$ cat src/design/e7_pkg.sv
// Shared types and constants for the E7 bank-switching cartridge mapper.
// Depends on nothing; used by e7_ctrl and e7_bank_switching_cartridge.
package e7_pkg;

  localparam int unsigned ROM_BYTES = 16384;
  localparam int unsigned RAM_BYTES = 1024;
  localparam int unsigned ROM_AW    = $clog2(ROM_BYTES);
  localparam int unsigned RAM_AW    = $clog2(RAM_BYTES);
  localparam int unsigned DATA_W    = 8;
  localparam int unsigned BUS_AW    = 12;

  localparam logic [1:0] ACT_READ  = 2'd0;
  localparam logic [1:0] ACT_WRITE = 2'd1;
  localparam logic [1:0] ACT_LOAD  = 2'd2;

  localparam logic [BUS_AW-1:0] HS_ROM_FIRST  = 12'hFE0;
  localparam logic [BUS_AW-1:0] HS_ROM_LAST   = 12'hFE6;
  localparam logic [BUS_AW-1:0] HS_RAM_MODE   = 12'hFE7;
  localparam logic [BUS_AW-1:0] HS_BANK_FIRST = 12'hFE8;
  localparam logic [BUS_AW-1:0] HS_BANK_LAST  = 12'hFEB;
  localparam logic [BUS_AW-1:0] LRAM_RD_START = 12'h400;
  localparam logic [BUS_AW-1:0] BRAM_WR_START = 12'h800;
  localparam logic [BUS_AW-1:0] BRAM_RD_START = 12'h900;
  localparam logic [BUS_AW-1:0] FIXED_START   = 12'hA00;
  localparam logic [ROM_AW-1:0] FIXED_BASE    = 14'h3A00;

  typedef enum logic [1:0] {
    SRC_NONE,
    SRC_ROM,
    SRC_LRAM,
    SRC_BRAM
  } src_e;

  typedef struct packed {
    logic              rom_we;
    logic              rom_re;
    logic [ROM_AW-1:0] rom_addr;
    logic              lram_we;
    logic              lram_re;
    logic [RAM_AW-1:0] lram_addr;
    logic              bram_we;
    logic              bram_re;
    logic [RAM_AW-1:0] bram_addr;
    logic [DATA_W-1:0] wdata;
    src_e              src;
    logic              err;
  } mem_req_t;

endpackage

$ cat src/design/e7_ctrl.sv
// Address decode, hotspot bank registers and post-reset RAM clearing pass.
// Depends on e7_pkg; drives the memory requests of the top level.
module e7_ctrl (
  input  logic                          clk_i,
  input  logic                          rst_ni,
  input  logic                          accept_i,
  input  logic [1:0]                    action_i,
  input  logic [e7_pkg::BUS_AW-1:0]     bus_address_i,
  input  logic [e7_pkg::ROM_AW-1:0]     load_address_i,
  input  logic [e7_pkg::DATA_W-1:0]     data_in_i,
  output logic                          busy_o,
  output e7_pkg::mem_req_t              req_o
);

  logic [2:0]                rom_bank_q, rom_bank_d;
  logic                      ram_mode_q, ram_mode_d;
  logic [1:0]                ram_bank_q, ram_bank_d;
  logic                      busy_q, busy_d;
  logic [e7_pkg::RAM_AW-1:0] clr_cnt_q, clr_cnt_d;
  logic                      hs_rom, hs_mode, hs_bank;
  e7_pkg::mem_req_t          req;

  assign hs_rom  = (bus_address_i >= e7_pkg::HS_ROM_FIRST) &&
                   (bus_address_i <= e7_pkg::HS_ROM_LAST);
  assign hs_mode = (bus_address_i == e7_pkg::HS_RAM_MODE);
  assign hs_bank = (bus_address_i >= e7_pkg::HS_BANK_FIRST) &&
                   (bus_address_i <= e7_pkg::HS_BANK_LAST);

  always_comb begin
    rom_bank_d = rom_bank_q;
    ram_mode_d = ram_mode_q;
    ram_bank_d = ram_bank_q;
    busy_d     = busy_q;
    clr_cnt_d  = clr_cnt_q;
    req        = '0;
    req.src    = e7_pkg::SRC_NONE;
    req.wdata  = data_in_i;
    if (busy_q) begin
      req.lram_we   = 1'b1;
      req.bram_we   = 1'b1;
      req.lram_addr = clr_cnt_q;
      req.bram_addr = clr_cnt_q;
      req.wdata     = '0;
      clr_cnt_d     = clr_cnt_q + 1'b1;
      if (clr_cnt_q == e7_pkg::RAM_AW'(e7_pkg::RAM_BYTES - 1)) begin
        busy_d = 1'b0;
      end
    end else if (accept_i) begin
      unique case (action_i)
        e7_pkg::ACT_READ: begin
          if (hs_rom) begin
            rom_bank_d = bus_address_i[2:0];
            ram_mode_d = 1'b0;
          end
          if (hs_mode) begin
            ram_mode_d = 1'b1;
          end
          if (hs_bank) begin
            ram_bank_d = bus_address_i[1:0];
          end
          if (bus_address_i < e7_pkg::BRAM_WR_START) begin
            if (ram_mode_d) begin
              req.lram_re   = 1'b1;
              req.lram_addr = bus_address_i[e7_pkg::RAM_AW-1:0];
              req.src       = e7_pkg::SRC_LRAM;
            end else begin
              req.rom_re   = 1'b1;
              req.rom_addr = {rom_bank_d, bus_address_i[10:0]};
              req.src      = e7_pkg::SRC_ROM;
            end
          end else if (bus_address_i < e7_pkg::FIXED_START) begin
            req.bram_re   = 1'b1;
            req.bram_addr = {ram_bank_d, bus_address_i[7:0]};
            req.src       = e7_pkg::SRC_BRAM;
          end else begin
            req.rom_re   = 1'b1;
            req.rom_addr = e7_pkg::FIXED_BASE +
                           e7_pkg::ROM_AW'(bus_address_i - e7_pkg::FIXED_START);
            req.src      = e7_pkg::SRC_ROM;
          end
        end
        e7_pkg::ACT_WRITE: begin
          if ((bus_address_i < e7_pkg::LRAM_RD_START) && ram_mode_q) begin
            req.lram_we   = 1'b1;
            req.lram_addr = bus_address_i[e7_pkg::RAM_AW-1:0];
          end else if ((bus_address_i >= e7_pkg::BRAM_WR_START) &&
                       (bus_address_i < e7_pkg::BRAM_RD_START)) begin
            req.bram_we   = 1'b1;
            req.bram_addr = {ram_bank_q, bus_address_i[7:0]};
          end else if (hs_rom) begin
            rom_bank_d = bus_address_i[2:0];
            ram_mode_d = 1'b0;
          end else if (hs_mode) begin
            ram_mode_d = 1'b1;
          end else if (hs_bank) begin
            ram_bank_d = bus_address_i[1:0];
          end else begin
            req.err = 1'b1;
          end
        end
        e7_pkg::ACT_LOAD: begin
          req.rom_we   = 1'b1;
          req.rom_addr = load_address_i;
        end
        default: begin
        end
      endcase
    end
  end

  always_ff @(posedge clk_i or negedge rst_ni) begin
    if (!rst_ni) begin
      rom_bank_q <= '0;
      ram_mode_q <= 1'b0;
      ram_bank_q <= '0;
      busy_q     <= 1'b1;
      clr_cnt_q  <= '0;
    end else begin
      rom_bank_q <= rom_bank_d;
      ram_mode_q <= ram_mode_d;
      ram_bank_q <= ram_bank_d;
      busy_q     <= busy_d;
      clr_cnt_q  <= clr_cnt_d;
    end
  end

  assign busy_o = busy_q;
  assign req_o  = req;

endmodule

$ cat config.mk
export PLATFORM = sky130hd
export DESIGN_NAME = e7_ctrl
export DESIGN_NICKNAME = d
export VERILOG_FILES = /design/src/design/e7_pkg.sv /design/src/design/e7_ctrl.sv
export SDC_FILE = /design/constraint.sdc
export NUM_CORES = 1
export LEC_CHECK = 0
export ABC_CLOCK_PERIOD_IN_PS = 6670
export BUFFER_PORTS_ARGS = -buffer_cell sky130_fd_sc_hd__buf_2
export CORE_ASPECT_RATIO = 0.9
export CORE_MARGIN = 1
export CORE_UTILIZATION = 29
export CTS_CLUSTER_SIZE = 30
export DETAILED_ROUTE_END_ITERATION = 10
export SKIP_CTS_REPAIR_TIMING = 1
export SYNTH_ARGS = -nofsm -noshare
export SYNTH_HDL_FRONTEND = slang
export SYNTH_SLANG_ARGS = --single-unit
$ cat constraint.sdc
create_clock -name clk_i -period 6.67 [get_ports clk_i]
set_input_delay 1.334 -clock clk_i [delete_from_list [all_inputs] [get_ports clk_i]]
set_output_delay 1.334 -clock clk_i [all_outputs]
set_load 0.02 [all_outputs]
==> results.py <==
metrics = {
    "sta": {
        "rsz0062_at_grt": "false",
        "worstMarginPinSlew_ns": 0.777,
        "hold_viol_final": 0,
        "finalCritPeriodShare_pct": 68.3,
        "fmax_mhz": 219,
        "fin_tns_setup_ns": 0,
        "relSlewSlack_pct": 48.2,
        "setup_viol": 0,
        "fin_crit_ns": 4.56,
        "slew_violations": 0,
        "skew_ns": 0.0113,
    },
    "floorplan": {
        "die_h_um": 72.2,
        "coreArea_um2": 5260,
        "die-area_um2": 5770,
        "initial_utilization_pct": 30.2,
        "io_pins": 91,
        "rows": 25,
        "die_w_um": 80.0,
    },
    "placement": {
        "place_hpwl_um": 3710,
        "routabilityCongestion": 0.777,
        "numPortBuffers": 90,
    },
    "pwr": {
        "leakagePower_uw": 0.00110,
        "p_sw_uw": 76.2,
        "seqPwrFrac_pct": 41.9,
        "finalPower_uw": 248,
        "power_density_nw_per_um2": 117,
        "pwr-share-comb_pct": 27.0,
        "power.internal_uw": 172,
        "irDropWorstVdd_mv": 0.0501,
        "switching_share_pct": 30.8,
        "pwr-share-clk_pct": 31.1,
    },
    "grt": {
        "antenna_found_initial": 0,
        "track_usage_pct": 15.5,
        "grt_start_max_net_pins": 46,
        "grt_overflow": 0,
        "grt_first_pass_wirelength_um": 6990,
        "grt_pass1_vias": 1410,
    },
    "cells_and_area": {
        "n_antenna_cell": 0,
        "nNetsFinal": 300,
        "drive_gt1_share_pct": 44.1,
        "nFillCells": 545,
        "syn2layout_area_growth_pct": 33.4,
    },
    "critical_path": {
        "crit_type": "input pin to primary output",
        "cp-start-kind": "input pin",
        "max_stage_delay_ns": 0.52,
        "crit_slowest_cell": "a2111oi_4",
        "critPathRequiredTime_ns": 5.34,
        "worstPathArrival_ns": 3.22,
        "cpMostUsedCell": "buf_2",
        "crit_family": "compound AO/OA/AOI/OAI gates",
        "crit_path_cell_trace": "buf_2 > ha_1 > or3b_4 > a2111oi_4 > mux2i_1 > o21ai_1 > buf_2",
        "cp_max_fo": 10,
        "crit_buf_inv": 2,
        "end_kind": "primary output",
    },
    "routing": {
        "wl_per_cell_um": 14.6,
        "vias": 1686,
        "via_per_inst": 5.25,
        "ant_nets": 0,
        "drt_iter0_drc": 99,
        "drc_errors": 0,
        "drt_wl_total_um": 4700,
        "dr.pass1.iters": 4,
    },
    "synthesis": {
        "ys_seq_area_share_pct": 26.9,
        "netlist_area_um2": 1590,
        "synth_area_leader_cell": "dfrtp_1",
        "synth_edf_count": 0,
        "synth_top_area_share_pct": 25.2,
        "syn_nets": 217,
        "yosys_warnings": 0,
        "yosys_register_bits": 17,
        "synth_flop_cell": "dfrtp_1",
        "synth-async-reset-ratio_pct": 100,
        "syn_avg_cell_area_um2": 9.22,
        "synthCells": 172,
        "synth_cell_types": 54,
        "synth.area.top_cells": "dfrtp_1, a22o_1, ha_1",
    },
    "clock_network": {
        "cts_tree": "built",
        "numCtsBuffers": 3,
        "clock_latency_ns": 0.26,
        "cts_max_path_buffers": 2,
        "clk_pin_slew_ns": 0.06,
        "root_buffer": "clkbuf_8",
        "clock-sinks": 17,
        "htree_levels": 1,
    },
    "status": {
        "status": "completed",
    },
    "min_path": {
        "hold_path.class": "flop to flop",
    },
    "job": {
        "drv_cap": 0,
    },
}
[cell type report]
class | count | area (um^2) | area share (%)
clock buffer | 3 | 41.3 | 1.95
clock inverter | 1 | 5.00 | 0.236
inverter | 4 | 15.0 | 0.709
multi-input combinational | 138 | 1090 | 51.4
sequential | 17 | 427 | 20.2
tap | 67 | 83.8 | 3.96
timing repair buffer | 91 | 458 | 21.6
[placed cells by master, fill, tap and decap left out, drive strengths merged, types with 2 or more instances in the layout]
cell type,Yosys,routed
nand3,4,4
a32oi,3,3
clkbuf,7,3
nand2,10,10
xor2,4,4
mux2i,2,2
dfrtp,16,16
o21ai,6,6
nand4,5,5
nor2,6,6
nor3b,4,4
o22ai,2,2
mux2,6,6
and2,2,2
a22o,29,29
xnor2,6,6
inv,4,4
a31o,2,2
nor2b,11,11
nand2b,2,2
nor3,4,4
nor4b,2,2
or3b,2,2
a21boi,2,2
buf,6,91
ha,6,6
[logic make-up after synthesis]
kind of cell,Yosys count,synth area share (%)
muxes,8,5.52
xor gates and xnor gates,10,5.52
and+or+nand+nor,60,23.0
AOI/OAI and AO/OA,54,29.3
DFF,17,26.9
buffers and inverters,17,4.97
adders and majority gates,6,4.73
[per-stage QoR]
stage                     worst slack (ns)  hold WS (ns)  area, um^2  util (%)  std cells
after floorplan                       2.46         0.456        1590         -        172
after global routing                  1.93         0.508        2120      40.3        321
final                                 2.11         0.492        2120      40.3        321
after global placement                2.14         0.482        2070      39.4        317
after CTS                             2.09         0.499        2120      40.3        321
after detailed placement              2.10         0.485        2070      39.4        317
[path summary, 6_finish.rpt]
path / cells after the start / endpoint / startpoint / slack, ns
max: 7 / req_o[20] / bus_address_i[9] / 2.11
min: 1 / rom_bank_q[1] / rom_bank_q[1] / 0.49
min in group asynchronous: 1 / clr_cnt_q[2] / rst_ni / 0.99
max reg2reg: 4 / rom_bank_q[0] / busy_o / 4.47
max in group asynchronous: 1 / busy_o / rst_ni / 5.37
min reg2reg: 1 / rom_bank_q[1] / rom_bank_q[1] / 0.49
[power by group through the flow]
stage | combinational, uW | sequential [uW] | clock (uW)
3_3_place_gp | 67.2 | 106 | 0
2_1_floorplan | 37.8 | 106 | 0
6_report | 67.0 | 104 | 77.1
4_1_cts | 67.5 | 104 | 79.4
3_5_place_dp | 67.3 | 106 | 0
5_1_grt | 73.7 | 104 | 83.6
[synth_stat cells, types with 5 or more instances]
master and number:
a22o_1 26, dfrtp_1 16, nor2b_1 11, nand2_1 9
clkbuf_1 7, ha_1 6, nor2_1 6, xnor2_1 6
mux2_1 5, nand4_1 5
[routing by layer]
metal  vias to the layer above  GRT usage [%]  part of all wire, %
met5                         -              0                    0
met4                         0           4.56                 0.89
met3                         6           1.51                  5.9
met2                        56           24.5                   45
met1                       799           22.4                   48
li1                        825              -                    -
[flip-flops by register name, indices dropped and copies added, names as in the netlist]
name,flops
ram_bank_q,2
busy_o,1
ram_mode_q,1
rom_bank_q,3
clr_cnt_q,10
Note: power is estimated with default switching activity, not from simulation.
